**src/design/mcfb_pkg.sv**
```systemverilog
// ----------------------------------------------------------------------------
// mcfb_pkg
// Request and response types and codes shared by the FIFO bank files.
// ----------------------------------------------------------------------------
package mcfb_pkg;

	localparam logic [1:0] REQ_INIT  = 2'd0;
	localparam logic [1:0] REQ_WRITE = 2'd1;
	localparam logic [1:0] REQ_READ  = 2'd2;

	localparam logic [1:0] ST_OK     = 2'd0;
	localparam logic [1:0] ST_BADIDX = 2'd1;
	localparam logic [1:0] ST_FULL   = 2'd2;
	localparam logic [1:0] ST_EMPTY  = 2'd3;

	typedef struct packed {
		logic [1:0]  req_type;
		logic [3:0]  fifo_index;
		logic [31:0] write_data;
	} req_t;

	typedef struct packed {
		logic [1:0]  status;
		logic [31:0] read_data;
		logic [31:0] lost_count;
	} rsp_t;

endpackage

```
**src/design/mcfb_store.sv**
```systemverilog
// ----------------------------------------------------------------------------
// mcfb_store
// Simple dual-port word memory: one write port, one read port with the read
// data registered.
// ----------------------------------------------------------------------------
module mcfb_store #(
	parameter int DEPTH  = 64,
	parameter int DATA_W = 32,
	parameter int ADDR_W = 6
) (
	input  logic              clk,
	input  logic              wr_en,
	input  logic [ADDR_W-1:0] wr_addr,
	input  logic [DATA_W-1:0] wr_data,
	input  logic              rd_en,
	input  logic [ADDR_W-1:0] rd_addr,
	output logic [DATA_W-1:0] rd_data
);

	logic [DATA_W-1:0] mem [DEPTH];
	logic [DATA_W-1:0] rd_data_q;

	always_ff @(posedge clk) begin
		if (wr_en) begin
			mem[wr_addr] <= wr_data;
		end
	end

	always_ff @(posedge clk) begin
		if (rd_en) begin
			rd_data_q <= mem[rd_addr];
		end
	end

	assign rd_data = rd_data_q;

endmodule

```
**src/design/multi_channel_fifo_bank.sv**
```systemverilog
// ----------------------------------------------------------------------------
// multi_channel_fifo_bank
// A bank of independent circular FIFOs sharing one word memory. Each
// transaction inits, writes or reads one FIFO and returns one response.
// ----------------------------------------------------------------------------
// The response strobe (done) comes in the cycle after start is taken.
// Throughput: one transaction per cycle; busy stays low, since the pointer
// and count registers update at the accepting edge and the word memory has
// one write and one read port with a registered read.
// Reset: arst_n clears all pointers, fill counts and lost counters at once;
// the word memory is not cleared and needs no clearing pass.
module multi_channel_fifo_bank #(
	parameter int FIFO_DEPTH = 16,
	parameter int NUM_FIFOS  = 4,
	parameter int WORD_WIDTH = 32
) (
	input  logic          clk,
	input  logic          arst_n,
	input  logic          start,
	output logic          busy,
	input  mcfb_pkg::req_t req,
	output logic          done,
	output mcfb_pkg::rsp_t rsp
);

	import mcfb_pkg::*;

	localparam int PTR_W  = (FIFO_DEPTH > 1) ? $clog2(FIFO_DEPTH) : 1;
	localparam int CNT_W  = $clog2(FIFO_DEPTH + 1);
	localparam int SEL_W  = (NUM_FIFOS > 1) ? $clog2(NUM_FIFOS) : 1;
	localparam int DEPTH  = NUM_FIFOS * FIFO_DEPTH;
	localparam int ADDR_W = (DEPTH > 1) ? $clog2(DEPTH) : 1;

	logic [PTR_W-1:0] rd_ptr_q  [NUM_FIFOS];
	logic [PTR_W-1:0] wr_ptr_q  [NUM_FIFOS];
	logic [CNT_W-1:0] fill_q    [NUM_FIFOS];
	logic [31:0]      lost_q    [NUM_FIFOS];

	logic             accept;
	logic             bad_idx;
	logic [SEL_W-1:0] sel;
	logic [PTR_W-1:0] cur_rd_ptr, cur_wr_ptr, nxt_rd_ptr, nxt_wr_ptr;
	logic [CNT_W-1:0] cur_fill;
	logic [31:0]      cur_lost, nxt_lost;
	logic             is_full, is_empty;
	logic             do_write, do_read, do_init, do_drop;
	logic [1:0]       status_c;
	logic [ADDR_W-1:0] base_addr, wr_addr, rd_addr;
	logic [63:0]      wr_wide, rd_wide;
	logic [WORD_WIDTH-1:0] wr_word, rd_word;

	logic             done_s1;
	logic             rd_ok_s1;
	logic [1:0]       status_s1;
	logic [31:0]      lost_s1;

	assign accept  = start && !busy;
	assign busy    = 1'b0;
	assign bad_idx = (32'(req.fifo_index) >= 32'(NUM_FIFOS));
	assign sel     = SEL_W'(req.fifo_index);

	assign cur_rd_ptr = rd_ptr_q[sel];
	assign cur_wr_ptr = wr_ptr_q[sel];
	assign cur_fill   = fill_q[sel];
	assign cur_lost   = lost_q[sel];

	assign is_full  = (cur_fill == CNT_W'(FIFO_DEPTH));
	assign is_empty = (cur_fill == '0);

	assign do_init  = accept && !bad_idx && (req.req_type == REQ_INIT);
	assign do_write = accept && !bad_idx && (req.req_type == REQ_WRITE) && !is_full;
	assign do_drop  = accept && !bad_idx && (req.req_type == REQ_WRITE) && is_full;
	assign do_read  = accept && !bad_idx && (req.req_type == REQ_READ) && !is_empty;

	// Pointers wrap at the FIFO depth, which need not be a power of two.
	assign nxt_wr_ptr = (cur_wr_ptr == PTR_W'(FIFO_DEPTH - 1)) ? '0 : cur_wr_ptr + 1'b1;
	assign nxt_rd_ptr = (cur_rd_ptr == PTR_W'(FIFO_DEPTH - 1)) ? '0 : cur_rd_ptr + 1'b1;

	always_comb begin
		nxt_lost = cur_lost;
		if (do_init) begin
			nxt_lost = '0;
		end else if (do_drop && (cur_lost != '1)) begin
			nxt_lost = cur_lost + 32'd1;
		end
	end

	always_comb begin
		priority if (bad_idx) begin
			status_c = ST_BADIDX;
		end else if (req.req_type == REQ_WRITE && is_full) begin
			status_c = ST_FULL;
		end else if (req.req_type == REQ_READ && is_empty) begin
			status_c = ST_EMPTY;
		end else begin
			status_c = ST_OK;
		end
	end

	assign base_addr = ADDR_W'(sel) * ADDR_W'(FIFO_DEPTH);
	assign wr_addr   = base_addr + ADDR_W'(cur_wr_ptr);
	assign rd_addr   = base_addr + ADDR_W'(cur_rd_ptr);

	assign wr_wide = {32'd0, req.write_data};
	assign wr_word = wr_wide[WORD_WIDTH-1:0];

	always_ff @(posedge clk or negedge arst_n) begin
		if (!arst_n) begin
			for (int i = 0; i < NUM_FIFOS; i++) begin
				rd_ptr_q[i] <= '0;
				wr_ptr_q[i] <= '0;
				fill_q[i]   <= '0;
				lost_q[i]   <= '0;
			end
		end else begin
			if (do_init) begin
				rd_ptr_q[sel] <= '0;
				wr_ptr_q[sel] <= '0;
				fill_q[sel]   <= '0;
			end
			if (do_write) begin
				wr_ptr_q[sel] <= nxt_wr_ptr;
				fill_q[sel]   <= cur_fill + 1'b1;
			end
			if (do_read) begin
				rd_ptr_q[sel] <= nxt_rd_ptr;
				fill_q[sel]   <= cur_fill - 1'b1;
			end
			if (do_init || do_drop) begin
				lost_q[sel] <= nxt_lost;
			end
		end
	end

	mcfb_store #(
		.DEPTH  (DEPTH),
		.DATA_W (WORD_WIDTH),
		.ADDR_W (ADDR_W)
	) u_store (
		.clk     (clk),
		.wr_en   (do_write),
		.wr_addr (wr_addr),
		.wr_data (wr_word),
		.rd_en   (do_read),
		.rd_addr (rd_addr),
		.rd_data (rd_word)
	);

	always_ff @(posedge clk or negedge arst_n) begin
		if (!arst_n) begin
			done_s1 <= 1'b0;
		end else begin
			done_s1 <= accept;
		end
	end

	always_ff @(posedge clk) begin
		if (accept) begin
			rd_ok_s1  <= do_read;
			status_s1 <= status_c;
			lost_s1   <= bad_idx ? 32'd0 : nxt_lost;
		end
	end

	always_comb begin
		rd_wide = '0;
		rd_wide[WORD_WIDTH-1:0] = rd_word;
	end

	assign done           = done_s1;
	assign rsp.status     = status_s1;
	assign rsp.read_data  = rd_ok_s1 ? rd_wide[31:0] : 32'd0;
	assign rsp.lost_count = lost_s1;

endmodule

```
**config.mk**
```make
export PLATFORM = sky130hd
export DESIGN_NAME = multi_channel_fifo_bank
export DESIGN_NICKNAME = d
export VERILOG_FILES = /design/src/design/mcfb_pkg.sv /design/src/design/mcfb_store.sv /design/src/design/multi_channel_fifo_bank.sv
export SDC_FILE = /design/constraint.sdc
export NUM_CORES = 2
export LEC_CHECK = 0
export ABC_CLOCK_PERIOD_IN_PS = 12300
export BUFFER_PORTS_ARGS = -buffer_cell sky130_fd_sc_hd__clkbuf_2
export CORE_ASPECT_RATIO = 0.8
export CORE_MARGIN = 5
export CORE_UTILIZATION = 55
export CTS_CLUSTER_DIAMETER = 30
export DETAILED_ROUTE_END_ITERATION = 10
export HOLD_SLACK_MARGIN = 0.02
export PLACE_DENSITY_LB_ADDON = 0.25
export SLEW_MARGIN = 20
export SYNTH_ARGS = -nofsm -noshare
export SYNTH_HDL_FRONTEND = slang
export SYNTH_SLANG_ARGS = --single-unit
```
**constraint.sdc**
```tcl
create_clock -name clk -period 12.3 [get_ports clk]
set_input_delay 2.46 -clock clk [delete_from_list [all_inputs] [get_ports clk]]
set_output_delay 2.46 -clock clk [all_outputs]
set_load 0.02 [all_outputs]
```
==> flow_metrics.env <==
export IMPL_slew_viol_final=0
export IMPL_core_area_sq_um=164400
export IMPL_run_status="finished, final reports clean"
export IMPL_ioPinCount=109
export IMPL_post_route_period_util=0.5620
export IMPL_clk_pin_slew_ns=0.05
export IMPL_end_kind="flip-flop"
export IMPL_p_seq_frac=0.420
export IMPL_p_total_uw=20530
export IMPL_worst_pin_slew_ns=1.187
export IMPL_power_per_cell_area_nw_per_um2=191.7
export IMPL_p_int_uw=15840
export IMPL_finalHoldViolations=0
export IMPL_syn_inst=5657
export IMPL_start_util=0.5534
export IMPL_grt_usage=0.2691
export IMPL_p_sw_uw=4693
export IMPL_dieArea_sq_um=173700
export IMPL_synth_area_per_cell_sq_um=16.09
export IMPL_placedCellCount=7703
export IMPL_maxSlewHeadroom=0.2086
export IMPL_cts_path_max_buffers=4
export IMPL_die_width_um=464.8
export IMPL_combPwrFrac=0.069
export IMPL_grt_pass1_vias=52600
export IMPL_ctsHoldBuffers=0
export IMPL_fill_cells=11040
export IMPL_final_instance_count_excl_fill=8394
export IMPL_crit_type="input port to flip-flop"
export IMPL_antenna_left=0
export IMPL_avgRoutedWirePerCell_um=28.17
export IMPL_clock_power_share=0.511
export IMPL_whs_ns=0.4701
export IMPL_async_flop_share=0.07883
export IMPL_worstSkewPairLatency_ns=0.95
export IMPL_gp_congestion=0.8951
export IMPL_antenna_found_initial=4
export IMPL_cts_buffers=380
export IMPL_rows=133
export IMPL_grt_max_degree=162
export IMPL_synthesis_nets=5704
export IMPL_netlist_area_sq_um=90990
export IMPL_grt_pass1_wl_um=350500
export IMPL_setup_tns_ns=0
export IMPL_setup_viol=0
export IMPL_cp_start_kind="input port"
export IMPL_synth_main_ff_cell="edfxtp_1"
export IMPL_viasPerCell=6.377
export IMPL_peakVddDrop_v=0.0001585
export IMPL_critPathRequiredTime_ns=12.86
export IMPL_dp_hpwl_um=132600
export IMPL_post_cts_resized=0
export IMPL_final_nets=5977
export IMPL_wl_um=236500
export IMPL_cap_violations=0
export IMPL_synth_area_leaders="edfxtp_1 (70%), dfrtp_1 (5.0%), mux4_2 (4.8%)"
export IMPL_drt_pass1_iter_count=8
export IMPL_worstPathArrival_ns=7.47
export IMPL_post_cts_buffers=0
export IMPL_drtIter0Drc=7759
export IMPL_synth_common_cells="edfxtp_1 (2115), nand2_1 (887), mux2i_1 (302), nand3_1 (265), o21ai_0 (212)"
export IMPL_ys_warn_count=0
export IMPL_die_h_um=373.8
export IMPL_cp_max_fo=53
export IMPL_synth_top_area_frac=0.6980
export IMPL_htreeDepth=5
export IMPL_netlist_top_cell_by_area="edfxtp_1"
export IMPL_synth_edff_count=2115
export IMPL_fmax_ghz=0.1447
export IMPL_fin_crit_ns=6.912
export IMPL_tritoncts="built"
export IMPL_synthToLayoutAreaGrowth_pct=17.72
export IMPL_root_buffer="clkbuf_16"
export IMPL_p_sw_frac=0.2286
export IMPL_drc=0
export IMPL_cts_sinks=2296
export IMPL_ys_ff_latch=2296
export IMPL_synthMostInstantiatedCell="edfxtp_1"
export IMPL_vias=53530
export IMPL_p_leak_uw=0.03511
export IMPL_finClkSkew_ns=0.07737
export IMPL_drive_gt1_frac=0.1900
export IMPL_rsz0062_at_grt="no"
export IMPL_ys_types=76
export IMPL_worstHoldPathType="flip-flop to flip-flop"
export IMPL_seq_area_frac_synth=0.7477
export IMPL_portBuffers=107
export IMPL_overflow=0
[worst paths after layout]
path,startpoint,to,slack [ns],depth (start not counted)
hold reg to reg,lost_q[87],lost_q[87],0.47,2
max in group asynchronous,arst_n,fill_q[7],8.84,3
hold / removal,lost_q[87],lost_q[87],0.47,2
setup / recovery,req[32],u_store.mem[7][29],5.39,11
setup reg to reg,rd_ptr_q[8],u_store.rd_data[24],6.74,9
min in group asynchronous,arst_n,lost_q[16],1.47,1
[registers in the layout, summed over array words and instances, names as in the netlist, named ones only]
register / flops
u_store.mem: 2048
lost_q: 128
rd_ok_s1: 1
u_store.rd_data: 32
status_s1: 2
done: 1
rd_ptr_q: 16
wr_ptr_q: 16
lost_s1: 32
fill_q: 19
[metrics by stage]
step / util / area, sq um / setup slack (ns)
after floorplan: - / 90990 / 4.715
after global placement: 0.5729 / 94190 / 4.456
after detailed placement: 0.5733 / 94250 / 4.378
after CTS: 0.6508 / 107000 / 5.370
after global routing: 0.6515 / 107100 / 5.125
final: 0.6515 / 107100 / 5.388
[power by group through the flow]
stage	sequential, uW	combinational [uW]	clock [uW]
after floorplan	8770	901	0
after global placement	8770	1380	0
after detailed placement	8770	1400	0
after CTS	8620	1410	10600
after global routing	8620	1520	11000
final	8620	1420	10500
[kinds of logic (layout without fill, tap and decap cells)]
logic type,Yosys count,after routing,synth area share
compound gates,856,856,0.06340
xor+xnor,37,37,0.003561
fa+ha+maj,6,6,0.0008250
buf+inv,368,942,0.01881
flops,2296,2296,0.7477
mux,546,546,0.09068
other cells,1,4,0.00004121
simple gates,1547,1547,0.07493
[layer usage]
layer,global-route usage,vias to the layer above,share of wire
met5,0,-,0
met4,0.08632,0,0.029
met3,0.04619,423,0.094
met2,0.4070,3018,0.46
met1,0.4046,27290,0.41
li1,-,22790,-
[cell usage in the layout, fill, tap and decap left out, drive strengths merged, types with 120 or more instances in the layout]
master  count
clkinv    120
nand3     265
buf       149
o21ai     214
mux4      214
dfrtp     181
a21oi     173
edfxtp   2115
nand2     887
mux2i     302
nor2      151
clkbuf    521
[critical path: stages]
cell and delay [ns]:
buf_4 0.14, buf_4 0.76, mux4_2 0.46, inv_1 0.09, ha_1 0.22, nor2b_1 0.15
nand3_1 0.16, a21oi_1 0.20, nor2_1 0.66, nand3_1 0.93, nor2_4 1.16
[area by class of cell]
type,count,area (sq um),share of cell area
antenna,3,7.507,0.00007009
clock buffer,425,9867,0.09212
clock inverter,258,2875,0.02684
inverter,14,76.32,0.0007125
multi-input combinational,2993,21810,0.2036
sequential,2296,68040,0.6352
tap,2160,2703,0.02523
timing repair buffer,245,1740,0.01625
(Power assumes the default switching activity.)
